### src/rtl/amp_pkg.sv
`default_nettype none

package amp_pkg;

	localparam int MAX_TRACKS     = 16;
	localparam int GAIN_FRAC_BITS = 14;
	localparam int QUEUE_DEPTH    = 4;

	localparam int SMP_W   = 16;
	localparam int GAIN_W  = 15;
	localparam int PEAK_W  = 15;
	localparam int SRC_W   = 5;
	localparam int TRK_W   = 4;
	localparam int ACC_W   = 40;
	localparam int PROD_W  = SMP_W + GAIN_W;
	localparam int CFG_IDX_W  = 3;
	localparam int CFG_DATA_W = 15;

	localparam logic [SRC_W-1:0]  SRC_MASTER = SRC_W'(MAX_TRACKS);
	localparam logic [SRC_W-1:0]  SRC_MIC    = SRC_W'(MAX_TRACKS + 1);
	localparam logic [PEAK_W-1:0] PEAK_MAX   = {PEAK_W{1'b1}};

	typedef enum logic [CFG_IDX_W-1:0] {
		REG_MASTER_GAIN_LEFT  = 3'd0,
		REG_MASTER_GAIN_RIGHT = 3'd1,
		REG_RECORD_SOURCE     = 3'd2,
		REG_THRESHOLD_LEVEL   = 3'd3,
		REG_LISTEN_ENABLE     = 3'd4,
		REG_ARM_ENABLE        = 3'd5
	} reg_idx_t;

	typedef struct packed {
		logic [GAIN_W-1:0] master_gain_left;
		logic [GAIN_W-1:0] master_gain_right;
		logic [SRC_W-1:0]  record_source;
		logic [PEAK_W-1:0] threshold_level;
		logic              listen_enable;
		logic              arm_enable;
	} cfg_t;

	typedef struct packed {
		logic                     channel;
		logic signed [PROD_W-1:0] prod;
		logic                     enabled;
		logic [PEAK_W-1:0]        trk_peak;
		logic                     last_track;
		logic                     last_of_buffer;
	} entry_t;

endpackage

`default_nettype wire

### src/rtl/amp_item_if.sv
`default_nettype none

interface amp_item_if;
	logic               valid;
	logic               ready;
	logic               channel;
	logic signed [15:0] track_sample;
	logic [14:0]        track_gain;
	logic [3:0]         track_number;
	logic               track_enabled;
	logic               last_track;
	logic               last_of_buffer;

	modport source (
		output valid, channel, track_sample, track_gain, track_number,
		track_enabled, last_track, last_of_buffer,
		input ready
	);
	modport sink (
		input valid, channel, track_sample, track_gain, track_number,
		track_enabled, last_track, last_of_buffer,
		output ready
	);
endinterface

`default_nettype wire

### src/rtl/amp_result_if.sv
`default_nettype none

interface amp_result_if;
	logic               valid;
	logic               ready;
	logic signed [15:0] mixed_sample;
	logic               out_channel;
	logic [14:0]        peak_level;
	logic               peak_report;
	logic               start_recording;

	modport source (
		output valid, mixed_sample, out_channel, peak_level, peak_report,
		start_recording,
		input ready
	);
	modport sink (
		input valid, mixed_sample, out_channel, peak_level, peak_report,
		start_recording,
		output ready
	);
endinterface

`default_nettype wire

### src/rtl/amp_cfg_if.sv
`default_nettype none

interface amp_cfg_if;
	logic        valid;
	logic        ready;
	logic [2:0]  index;
	logic [14:0] data;

	modport source (output valid, index, data, input ready);
	modport sink (input valid, index, data, output ready);
endinterface

`default_nettype wire

### src/rtl/audio_mixer_peak_trigger.sv
// Channel  Dir  Handshake      Carries
// item     in   valid / ready  one track's sample for one channel
// result   out  valid / ready  mixed sample and buffer peak report
// cfg      in   valid / ready  register index and write data
//
// Sustained rate is one word per cycle while results are taken; the accumulator add
// in the first back stage is the loop that sets it. A result, which only a last-track
// or reporting end-of-buffer word yields, passes input register, queue, accumulate,
// master multiply and output. Reset clears the accumulator, the peak, the trigger flag
// and all valid bits. A stalled result holds the back pipeline; the queue keeps the
// front moving until its entries fill.
`default_nettype none

module audio_mixer_peak_trigger #(
	parameter int GAIN_FRAC   = amp_pkg::GAIN_FRAC_BITS,
	parameter int QUEUE_DEPTH = amp_pkg::QUEUE_DEPTH
) (
	input  wire logic    clk,
	input  wire logic    arst_n,
	amp_item_if.sink     item,
	amp_result_if.source result,
	amp_cfg_if.sink      cfg
);
	import amp_pkg::*;

	cfg_t   cfg_q;
	logic   clr_spent;
	logic   push;
	entry_t push_data;
	logic   full;
	logic   pop;
	entry_t head;
	logic   empty;

	assign cfg.ready = 1'b1;
	assign clr_spent = cfg.valid && (cfg.index == REG_ARM_ENABLE);

	always_ff @(posedge clk or negedge arst_n) begin
		if (!arst_n) begin
			cfg_q.master_gain_left  <= 15'd16384;
			cfg_q.master_gain_right <= 15'd16384;
			cfg_q.record_source     <= SRC_MASTER;
			cfg_q.threshold_level   <= '0;
			cfg_q.listen_enable     <= 1'b0;
			cfg_q.arm_enable        <= 1'b0;
		end else if (cfg.valid) begin
			case (cfg.index)
				REG_MASTER_GAIN_LEFT:  cfg_q.master_gain_left  <= cfg.data[GAIN_W-1:0];
				REG_MASTER_GAIN_RIGHT: cfg_q.master_gain_right <= cfg.data[GAIN_W-1:0];
				REG_RECORD_SOURCE:     cfg_q.record_source     <= cfg.data[SRC_W-1:0];
				REG_THRESHOLD_LEVEL:   cfg_q.threshold_level   <= cfg.data[PEAK_W-1:0];
				REG_LISTEN_ENABLE:     cfg_q.listen_enable     <= cfg.data[0];
				REG_ARM_ENABLE:        cfg_q.arm_enable        <= cfg.data[0];
				default: begin
				end
			endcase
		end
	end

	amp_front #(
		.GAIN_FRAC (GAIN_FRAC)
	) u_front (
		.clk       (clk),
		.arst_n    (arst_n),
		.item      (item),
		.cfg_regs  (cfg_q),
		.push      (push),
		.push_data (push_data),
		.full      (full)
	);

	amp_fifo #(
		.DEPTH (QUEUE_DEPTH)
	) u_fifo (
		.clk       (clk),
		.arst_n    (arst_n),
		.push      (push),
		.push_data (push_data),
		.full      (full),
		.pop       (pop),
		.pop_data  (head),
		.empty     (empty)
	);

	amp_back #(
		.GAIN_FRAC (GAIN_FRAC)
	) u_back (
		.clk       (clk),
		.arst_n    (arst_n),
		.head      (head),
		.empty     (empty),
		.pop       (pop),
		.cfg_regs  (cfg_q),
		.clr_spent (clr_spent),
		.result    (result)
	);

endmodule

`default_nettype wire

### src/rtl/amp_fifo.sv
`default_nettype none

module amp_fifo #(
	parameter int DEPTH = amp_pkg::QUEUE_DEPTH
) (
	input  wire logic            clk,
	input  wire logic            arst_n,
	input  wire logic            push,
	input  wire amp_pkg::entry_t push_data,
	output logic                 full,
	input  wire logic            pop,
	output amp_pkg::entry_t      pop_data,
	output logic                 empty
);
	import amp_pkg::*;

	localparam int PTR_W = (DEPTH > 1) ? $clog2(DEPTH) : 1;
	localparam int CNT_W = $clog2(DEPTH + 1);
	localparam logic [PTR_W-1:0] LAST_PTR = PTR_W'(DEPTH - 1);
	localparam logic [CNT_W-1:0] FULL_CNT = CNT_W'(DEPTH);

	entry_t           mem_q [DEPTH];
	logic [PTR_W-1:0] wr_ptr_q;
	logic [PTR_W-1:0] rd_ptr_q;
	logic [CNT_W-1:0] count_q;

	assign full     = (count_q == FULL_CNT);
	assign empty    = (count_q == '0);
	assign pop_data = mem_q[rd_ptr_q];

	always_ff @(posedge clk) begin
		if (push) begin
			mem_q[wr_ptr_q] <= push_data;
		end
	end

	always_ff @(posedge clk or negedge arst_n) begin
		if (!arst_n) begin
			wr_ptr_q <= '0;
			rd_ptr_q <= '0;
			count_q  <= '0;
		end else begin
			if (push) begin
				wr_ptr_q <= (wr_ptr_q == LAST_PTR) ? '0 : wr_ptr_q + 1'b1;
			end
			if (pop) begin
				rd_ptr_q <= (rd_ptr_q == LAST_PTR) ? '0 : rd_ptr_q + 1'b1;
			end
			if (push && !pop) begin
				count_q <= count_q + 1'b1;
			end else if (pop && !push) begin
				count_q <= count_q - 1'b1;
			end
		end
	end

endmodule

`default_nettype wire

### src/rtl/amp_front.sv
`default_nettype none

module amp_front #(
	parameter int GAIN_FRAC = amp_pkg::GAIN_FRAC_BITS
) (
	input  wire logic          clk,
	input  wire logic          arst_n,
	amp_item_if.sink           item,
	input  wire amp_pkg::cfg_t cfg_regs,
	output logic               push,
	output amp_pkg::entry_t    push_data,
	input  wire logic          full
);
	import amp_pkg::*;

	logic                    valid_s1;
	logic                    channel_s1;
	logic signed [SMP_W-1:0] sample_s1;
	logic [GAIN_W-1:0]       gain_s1;
	logic [TRK_W-1:0]        track_s1;
	logic                    enabled_s1;
	logic                    last_track_s1;
	logic                    last_buf_s1;

	logic signed [31:0] prod;
	logic signed [31:0] level;
	logic               hit;
	logic               accept;

	assign item.ready = !valid_s1 || !full;
	assign accept     = item.valid && item.ready;
	assign push       = valid_s1 && !full;

	always_ff @(posedge clk or negedge arst_n) begin
		if (!arst_n) begin
			valid_s1 <= 1'b0;
		end else if (accept) begin
			valid_s1 <= 1'b1;
		end else if (push) begin
			valid_s1 <= 1'b0;
		end
	end

	always_ff @(posedge clk) begin
		if (accept) begin
			channel_s1    <= item.channel;
			sample_s1     <= item.track_sample;
			gain_s1       <= item.track_gain;
			track_s1      <= item.track_number;
			enabled_s1    <= item.track_enabled;
			last_track_s1 <= item.last_track;
			last_buf_s1   <= item.last_of_buffer;
		end
	end

	always_comb begin
		prod  = sample_s1 * $signed({1'b0, gain_s1});
		level = prod >>> GAIN_FRAC;
		hit   = enabled_s1 && (cfg_regs.record_source == {1'b0, track_s1});

		push_data.channel        = channel_s1;
		push_data.prod           = prod[PROD_W-1:0];
		push_data.enabled        = enabled_s1;
		push_data.last_track     = last_track_s1;
		push_data.last_of_buffer = last_buf_s1;
		if (!hit || level <= 0) begin
			push_data.trk_peak = '0;
		end else if (level > 32'(PEAK_MAX)) begin
			push_data.trk_peak = PEAK_MAX;
		end else begin
			push_data.trk_peak = level[PEAK_W-1:0];
		end
	end

endmodule

`default_nettype wire

### src/rtl/amp_back.sv
`default_nettype none

module amp_back #(
	parameter int GAIN_FRAC = amp_pkg::GAIN_FRAC_BITS
) (
	input  wire logic            clk,
	input  wire logic            arst_n,
	input  wire amp_pkg::entry_t head,
	input  wire logic            empty,
	output logic                 pop,
	input  wire amp_pkg::cfg_t   cfg_regs,
	input  wire logic            clr_spent,
	amp_result_if.source         result
);
	import amp_pkg::*;

	localparam int MIX_W = GAIN_FRAC + 17;
	localparam int TOT_W = MIX_W + 16;
	localparam logic signed [ACC_W-1:0] CLAMP_HI = ACC_W'(1) << (MIX_W - 2);
	localparam logic signed [ACC_W-1:0] CLAMP_LO = -CLAMP_HI;
	localparam logic signed [ACC_W-1:0] ACC_MAX  = {1'b0, {(ACC_W-1){1'b1}}};
	localparam logic signed [ACC_W-1:0] ACC_MIN  = {1'b1, {(ACC_W-1){1'b0}}};
	localparam logic signed [TOT_W-1:0] SMP_MAX  = TOT_W'(32767);
	localparam logic signed [TOT_W-1:0] SMP_MIN  = TOT_W'(-32768);

	logic signed [ACC_W-1:0] acc_q;
	logic [PEAK_W-1:0]       peak_q;
	logic                    spent_q;

	logic                    valid_s1;
	logic                    channel_s1;
	logic                    last_track_s1;
	logic                    last_buf_s1;
	logic [PEAK_W-1:0]       trk_peak_s1;
	logic signed [MIX_W-1:0] mix_s1;

	logic                    valid_s2;
	logic                    channel_s2;
	logic                    last_track_s2;
	logic                    last_buf_s2;
	logic [PEAK_W-1:0]       trk_peak_s2;
	logic signed [TOT_W-1:0] prod_s2;

	logic                    res_valid_q;
	logic signed [SMP_W-1:0] mixed_q;
	logic                    out_channel_q;
	logic [PEAK_W-1:0]       peak_level_q;
	logic                    peak_report_q;
	logic                    start_q;

	logic                    adv;
	logic signed [PROD_W-1:0] level;
	logic signed [ACC_W:0]   sum;
	logic signed [ACC_W-1:0] acc_sat;
	logic signed [ACC_W-1:0] acc_new;
	logic signed [ACC_W-1:0] acc_clamped;
	logic [GAIN_W-1:0]       master_gain;
	logic signed [TOT_W-1:0] total;
	logic signed [SMP_W-1:0] mix_clip;
	logic [PEAK_W-1:0]       mst_peak;
	logic [PEAK_W-1:0]       peak_a;
	logic [PEAK_W-1:0]       peak_b;
	logic                    report;
	logic                    start;
	logic                    emit;

	assign adv = !res_valid_q || result.ready;
	assign pop = adv && !empty;

	always_comb begin
		level = head.prod >>> GAIN_FRAC;
		sum   = (ACC_W+1)'(acc_q) + (ACC_W+1)'(level);
		if (sum[ACC_W] != sum[ACC_W-1]) begin
			acc_sat = sum[ACC_W] ? ACC_MIN : ACC_MAX;
		end else begin
			acc_sat = sum[ACC_W-1:0];
		end
		acc_new = head.enabled ? acc_sat : acc_q;
		if (acc_new > CLAMP_HI) begin
			acc_clamped = CLAMP_HI;
		end else if (acc_new < CLAMP_LO) begin
			acc_clamped = CLAMP_LO;
		end else begin
			acc_clamped = acc_new;
		end
		master_gain = channel_s1 ? cfg_regs.master_gain_right : cfg_regs.master_gain_left;
	end

	always_comb begin
		total = prod_s2 >>> GAIN_FRAC;
		if (total > SMP_MAX) begin
			mix_clip = SMP_MAX[SMP_W-1:0];
		end else if (total < SMP_MIN) begin
			mix_clip = SMP_MIN[SMP_W-1:0];
		end else begin
			mix_clip = total[SMP_W-1:0];
		end
		if (last_track_s2 && cfg_regs.record_source == SRC_MASTER && mix_clip > 0) begin
			mst_peak = mix_clip[PEAK_W-1:0];
		end else begin
			mst_peak = '0;
		end
		peak_a = (trk_peak_s2 > peak_q) ? trk_peak_s2 : peak_q;
		peak_b = (mst_peak > peak_a) ? mst_peak : peak_a;
		report = last_buf_s2 && cfg_regs.listen_enable && cfg_regs.record_source != SRC_MIC;
		start  = report && cfg_regs.arm_enable && !spent_q
			&& (peak_b > cfg_regs.threshold_level);
		emit   = last_track_s2 || report;
	end

	always_ff @(posedge clk or negedge arst_n) begin
		if (!arst_n) begin
			acc_q       <= '0;
			peak_q      <= '0;
			spent_q     <= 1'b0;
			valid_s1    <= 1'b0;
			valid_s2    <= 1'b0;
			res_valid_q <= 1'b0;
		end else begin
			if (pop) begin
				acc_q <= head.last_track ? '0 : acc_new;
			end
			if (adv) begin
				valid_s1    <= !empty;
				valid_s2    <= valid_s1;
				res_valid_q <= valid_s2 && emit;
				if (valid_s2) begin
					peak_q <= last_buf_s2 ? '0 : peak_b;
				end
			end
			if (clr_spent) begin
				spent_q <= 1'b0;
			end else if (adv && valid_s2 && start) begin
				spent_q <= 1'b1;
			end
		end
	end

	always_ff @(posedge clk) begin
		if (pop) begin
			channel_s1    <= head.channel;
			last_track_s1 <= head.last_track;
			last_buf_s1   <= head.last_of_buffer;
			trk_peak_s1   <= head.enabled ? head.trk_peak : '0;
			mix_s1        <= acc_clamped[MIX_W-1:0];
		end
		if (adv) begin
			channel_s2    <= channel_s1;
			last_track_s2 <= last_track_s1;
			last_buf_s2   <= last_buf_s1;
			trk_peak_s2   <= trk_peak_s1;
			prod_s2       <= mix_s1 * $signed({1'b0, master_gain});
			mixed_q       <= last_track_s2 ? mix_clip : '0;
			out_channel_q <= last_track_s2 ? channel_s2 : 1'b0;
			peak_level_q  <= report ? peak_b : '0;
			peak_report_q <= report;
			start_q       <= start;
		end
	end

	assign result.valid           = res_valid_q;
	assign result.mixed_sample    = mixed_q;
	assign result.out_channel     = out_channel_q;
	assign result.peak_level      = peak_level_q;
	assign result.peak_report     = peak_report_q;
	assign result.start_recording = start_q;

endmodule

`default_nettype wire

### src/flat_wrapper.sv
// flat-port wrapper written by rule: the top's interface ports become plain ports
module audio_mixer_peak_trigger_flat import amp_pkg::*;
#(
	parameter int GAIN_FRAC   = amp_pkg::GAIN_FRAC_BITS,
	parameter int QUEUE_DEPTH = amp_pkg::QUEUE_DEPTH
)
  (clk, arst_n, item_valid, item_channel, item_track_sample, item_track_gain, item_track_number, item_track_enabled, item_last_track, item_last_of_buffer, item_ready, result_valid, result_mixed_sample, result_out_channel, result_peak_level, result_peak_report, result_start_recording, result_ready, cfg_valid, cfg_index, cfg_data, cfg_ready);
  amp_item_if item_i ();
  amp_result_if result_i ();
  amp_cfg_if cfg_i ();
  input  wire logic clk;
  input  wire logic arst_n;
  input wire logic [$bits(item_i.valid)-1:0] item_valid;
  input wire logic [$bits(item_i.channel)-1:0] item_channel;
  input wire logic [$bits(item_i.track_sample)-1:0] item_track_sample;
  input wire logic [$bits(item_i.track_gain)-1:0] item_track_gain;
  input wire logic [$bits(item_i.track_number)-1:0] item_track_number;
  input wire logic [$bits(item_i.track_enabled)-1:0] item_track_enabled;
  input wire logic [$bits(item_i.last_track)-1:0] item_last_track;
  input wire logic [$bits(item_i.last_of_buffer)-1:0] item_last_of_buffer;
  output wire logic [$bits(item_i.ready)-1:0] item_ready;
  output wire logic [$bits(result_i.valid)-1:0] result_valid;
  output wire logic [$bits(result_i.mixed_sample)-1:0] result_mixed_sample;
  output wire logic [$bits(result_i.out_channel)-1:0] result_out_channel;
  output wire logic [$bits(result_i.peak_level)-1:0] result_peak_level;
  output wire logic [$bits(result_i.peak_report)-1:0] result_peak_report;
  output wire logic [$bits(result_i.start_recording)-1:0] result_start_recording;
  input wire logic [$bits(result_i.ready)-1:0] result_ready;
  input wire logic [$bits(cfg_i.valid)-1:0] cfg_valid;
  input wire logic [$bits(cfg_i.index)-1:0] cfg_index;
  input wire logic [$bits(cfg_i.data)-1:0] cfg_data;
  output wire logic [$bits(cfg_i.ready)-1:0] cfg_ready;
  assign item_i.valid = item_valid;
  assign item_i.channel = item_channel;
  assign item_i.track_sample = item_track_sample;
  assign item_i.track_gain = item_track_gain;
  assign item_i.track_number = item_track_number;
  assign item_i.track_enabled = item_track_enabled;
  assign item_i.last_track = item_last_track;
  assign item_i.last_of_buffer = item_last_of_buffer;
  assign item_ready = item_i.ready;
  assign result_valid = result_i.valid;
  assign result_mixed_sample = result_i.mixed_sample;
  assign result_out_channel = result_i.out_channel;
  assign result_peak_level = result_i.peak_level;
  assign result_peak_report = result_i.peak_report;
  assign result_start_recording = result_i.start_recording;
  assign result_i.ready = result_ready;
  assign cfg_i.valid = cfg_valid;
  assign cfg_i.index = cfg_index;
  assign cfg_i.data = cfg_data;
  assign cfg_ready = cfg_i.ready;
  audio_mixer_peak_trigger #(.GAIN_FRAC(GAIN_FRAC), .QUEUE_DEPTH(QUEUE_DEPTH)) u_core (.clk(clk), .arst_n(arst_n), .item(item_i), .result(result_i), .cfg(cfg_i));
endmodule
### config.mk
export PLATFORM = sky130hd
export DESIGN_NAME = audio_mixer_peak_trigger_flat
export DESIGN_NICKNAME = d
export VERILOG_FILES = /design/src/rtl/amp_pkg.sv /design/src/rtl/amp_item_if.sv /design/src/rtl/amp_result_if.sv /design/src/rtl/amp_cfg_if.sv /design/src/rtl/audio_mixer_peak_trigger.sv /design/src/rtl/amp_fifo.sv /design/src/rtl/amp_front.sv /design/src/rtl/amp_back.sv /design/src/flat_wrapper.sv
export SDC_FILE = /design/constraint.sdc
export NUM_CORES = 2
export LEC_CHECK = 0
export BUFFER_PORTS_ARGS = -buffer_cell sky130_fd_sc_hd__buf_2
export CAP_MARGIN = 40
export CORE_UTILIZATION = 40
export DETAILED_ROUTE_END_ITERATION = 6
export PLACE_DENSITY_LB_ADDON = 0.3
export SKIP_CTS_REPAIR_TIMING = 1
export SLEW_MARGIN = 20
export SYNTH_ARGS = -nofsm -noshare
export SYNTH_HDL_FRONTEND = slang
export SYNTH_SLANG_ARGS = --single-unit
### constraint.sdc
create_clock -name clk -period 20 [get_ports clk]
set_clock_uncertainty 0.2 [all_clocks]
set_input_delay 1 -clock clk [delete_from_list [all_inputs] [get_ports clk]]
set_output_delay 1 -clock clk [all_outputs]
set_load 0.1 [all_outputs]
==> results.sh <==
export IMPL_synth_ff_type="edfxtp_1"
export IMPL_crit_path_end_kind="flop"
export IMPL_yosys_top_cells_area="fa_1 (30%), edfxtp_1 (21%), ha_1 (7.7%)"
export IMPL_critPathKind="reg2reg"
export IMPL_async_reset_ff_share_pct=27.3
export IMPL_dp_cells=5776
export IMPL_crit_family="adder cells"
export IMPL_first_iter_violations=2305
export IMPL_cts_root_buf="clkbuf_16"
export IMPL_ys_seq_area_share_pct=27.6
export IMPL_die_area_um2=115000
export IMPL_syn_avg_cell_area_um2=10.5
export IMPL_ys_types=88
export IMPL_setup_tns_ps=0
export IMPL_finalSetupViolations=0
export IMPL_wire_per_inst_um=19.2
export IMPL_finish_net_count=5357
export IMPL_rsz0062_at_grt="no"
export IMPL_clk_latency_ps=640
export IMPL_slowest_stage="mux2_2"
export IMPL_postRouteAntennaNets=0
export IMPL_core_area_um2=112000
export IMPL_cp_num_buf_inv=3
export IMPL_hold_violations=0
export IMPL_first_pass_iters=6
export IMPL_synth_edf_count=317
export IMPL_place_area_um2=47500
export IMPL_htree_levels=2
export IMPL_min_path_type="in2async"
export IMPL_maxSlewHeadroom_pct=39.5
export IMPL_ioPinCount=99
export IMPL_start_kind="flop"
export IMPL_slew_viol_final=0
export IMPL_synthCells=4311
export IMPL_dp_hpwl_um=87200
export IMPL_cts_tree="done"
export IMPL_synth_top_cell_by_area="fa_1"
export IMPL_cts_buffers=48
export IMPL_synth_yosys_warnings=0
export IMPL_first_global_vias=32100
export IMPL_drv_cap=0
export IMPL_area_growth_synth_to_final_pct=8.54
export IMPL_grt_pass1_wl_um=183000
export IMPL_portBuffers=97
export IMPL_wirelength_um=113000
export IMPL_grt_use_total_pct=20.3
export IMPL_timing_fmax_mhz=114
export IMPL_drive_gt1_share_pct=8.24
export IMPL_clock_sinks=436
export IMPL_final_area_um2=49100
export IMPL_cp_max_fo=31
export IMPL_floorplan_initialDensity_pct=40.3
export IMPL_post_layout_nonfiller_instances=5873
export IMPL_crit_path_frequent_cell="fa_1"
export IMPL_grt_max_degree=57
export IMPL_vias=30300
export IMPL_fin_crit_sh_pct=43.9
export IMPL_worst_pin_slew_ps=908
export IMPL_fp_row_count=123
export IMPL_viasPerCell=5.17
export IMPL_drc_errors=0
export IMPL_ys_ff_latch=436
export IMPL_antenna_found_initial=6
export IMPL_syn_area_um2=45300
export IMPL_reg2reg_setup_slack_ps=11220
export IMPL_slowest_delay_ps=830
export IMPL_outcome="finished, final reports clean"
export IMPL_syn_num_nets=5339
export IMPL_overflow=0
export IMPL_dieHeight_um=338
export IMPL_yosysTopAreaCellShare_pct=30.4
export IMPL_critPathRequiredTime_ps=20130
export IMPL_cp_arrival_ps=8910
export IMPL_place_congestion=0.910
export IMPL_post_route_min_period_ps=8780
export IMPL_clk_pin_slew_ps=60
export IMPL_die_w_um=338
export IMPL_clockBufferDepth=3
[cells by family (layout without fill, tap and decap cells)]
| logic type | count (synthesis) | count (layout) | synth area share, % |
|---|---|---|---|
| AOI/OAI and AO/OA | 471 | 471 | 6.70 |
| xor gates and xnor gates | 102 | 102 | 1.97 |
| adders and majority gates | 967 | 967 | 38.1 |
| buffers and inverters | 990 | 1048 | 8.27 |
| DFF | 436 | 436 | 27.6 |
| muxes | 141 | 141 | 4.27 |
| other | 1 | 5 | 0.00828 |
| and+or+nand+nor | 1203 | 1203 | 13.1 |
[worst reg2reg max path: stages (launching register included)]
cell and delay, ps:
edfxtp_1 600, mux2_2 830, nand2_1 180, fa_1 570
inv_1 50, fa_1 530, inv_1 50, fa_1 460
fa_1 480, inv_1 50, fa_1 500, fa_1 500
ha_1 310, o21ai_0 110, nor2_1 80, a211oi_1 640
a21o_1 300, a211o_1 230, a21oi_1 160, o2111ai_1 280
a21oi_1 170, a221o_1 330, and2_1 180, o21a_1 210
o41ai_1 310, xnor2_1 120
[stage by stage]
step	worst slack [ps]	hold WS (ps)	utilization [%]
finish	11220	143	43.7
global route	10660	163	43.7
CTS	11210	128	43.7
detailed placement	11220	205	42.3
global placement	10910	202	42.1
floorplan	11950	200	-
[final timing paths]
path	to	from	depth (start not counted)
hold reg to reg	u_core.u_back.trk_peak_s2[0]	u_core.u_back.trk_peak_s1[0]	0
setup reg to reg	u_core.u_back.prod_s2[46]	u_core.u_back.channel_s1	25
setup / recovery	u_core.u_back.prod_s2[46]	u_core.u_back.channel_s1	25
min in group clk	u_core.u_back.trk_peak_s2[0]	u_core.u_back.trk_peak_s1[0]	0
max in group asynchronous	u_core.cfg_q[51]	arst_n	3
hold / removal	u_core.u_back.acc_q[23]	arst_n	1
[Yosys cell counts, types with 5 or more instances]
cell type  count
a211oi_1      12
a21o_1        46
a21oi_1      142
a22o_1        20
a311oi_1       7
a31oi_1        9
and2_1       185
and3_1        10
and4_1         5
buf_1          9
buf_2          8
clkbuf_1     155
dfrtp_1      116
edfxtp_1     317
fa_1         687
ha_1         279
inv_1        815
mux2_2        67
mux2i_1       39
mux4_2        35
nand2_1      524
nand2b_1      38
nand3_1       29
nand4_1       33
nor2_1       126
nor2b_1      169
nor3_1        32
nor4_1        15
o2111ai_1      6
o211ai_1       9
o21a_1        16
o21ai_0      103
o21ai_1        6
o21bai_1      12
o22ai_1       12
o31ai_1       13
o41ai_1        7
or2_2          6
or3_1          7
xnor2_1       72
xor2_1        30
[placed cells by master, fill, tap and decap left out, types with 35 or more instances in the layout]
cell and n:
inv_1 814, fa_1 687, nand2_1 524, edfxtp_1 317, ha_1 279, and2_1 180, nor2b_1 169, a21oi_1 142
nor2_1 126, dfrtp_1 115, o21ai_0 103, buf_2 97, xnor2_1 72, mux2_2 67, clkbuf_16 48, a21o_1 46
nand2b_1 37, mux4_2 35
[cell type report]
type | instances | area (um2)
Clock buffer | 64 | 1290
Antenna cell | 4 | 10.0
Inverter | 815 | 3060
Sequential cell | 436 | 12500
Fill cell | 10700 | 63200
Tap cell | 1500 | 1880
Timing Repair Buffer | 143 | 1000
Clock inverter | 26 | 273
Multi-Input combinational cell | 2885 | 29100
[state kept, by name, indices dropped and copies added, names as in the netlist, 3 cells and up]
register,count
u_core.u_back.prod_s2,33
u_core.u_fifo.mem_q,144
u_core.u_back.result.mixed_sample,16
u_core.u_front.track_s1,4
u_core.cfg_q,52
u_core.u_back.result.peak_level,15
u_core.u_back.trk_peak_s2,15
u_core.u_front.sample_s1,16
u_core.u_back.trk_peak_s1,15
u_core.u_back.mix_s1,31
u_core.u_back.peak_q,15
u_core.u_front.gain_s1,15
u_core.u_fifo.count_q,3
u_core.u_back.acc_q,40
[per-layer routing]
metal	up-vias	global-route usage, %	part of all wire [%]
met1	15500	29.3	46
met3	158	2.89	6.4
li1	13800	-	-
met5	-	0	0.023
met2	901	31.8	45
met4	4	5.94	2.6
Power is left out: the tool's default activity adds up to more than one toggle a clock period on the data nets, which glitch-free logic cannot reach.
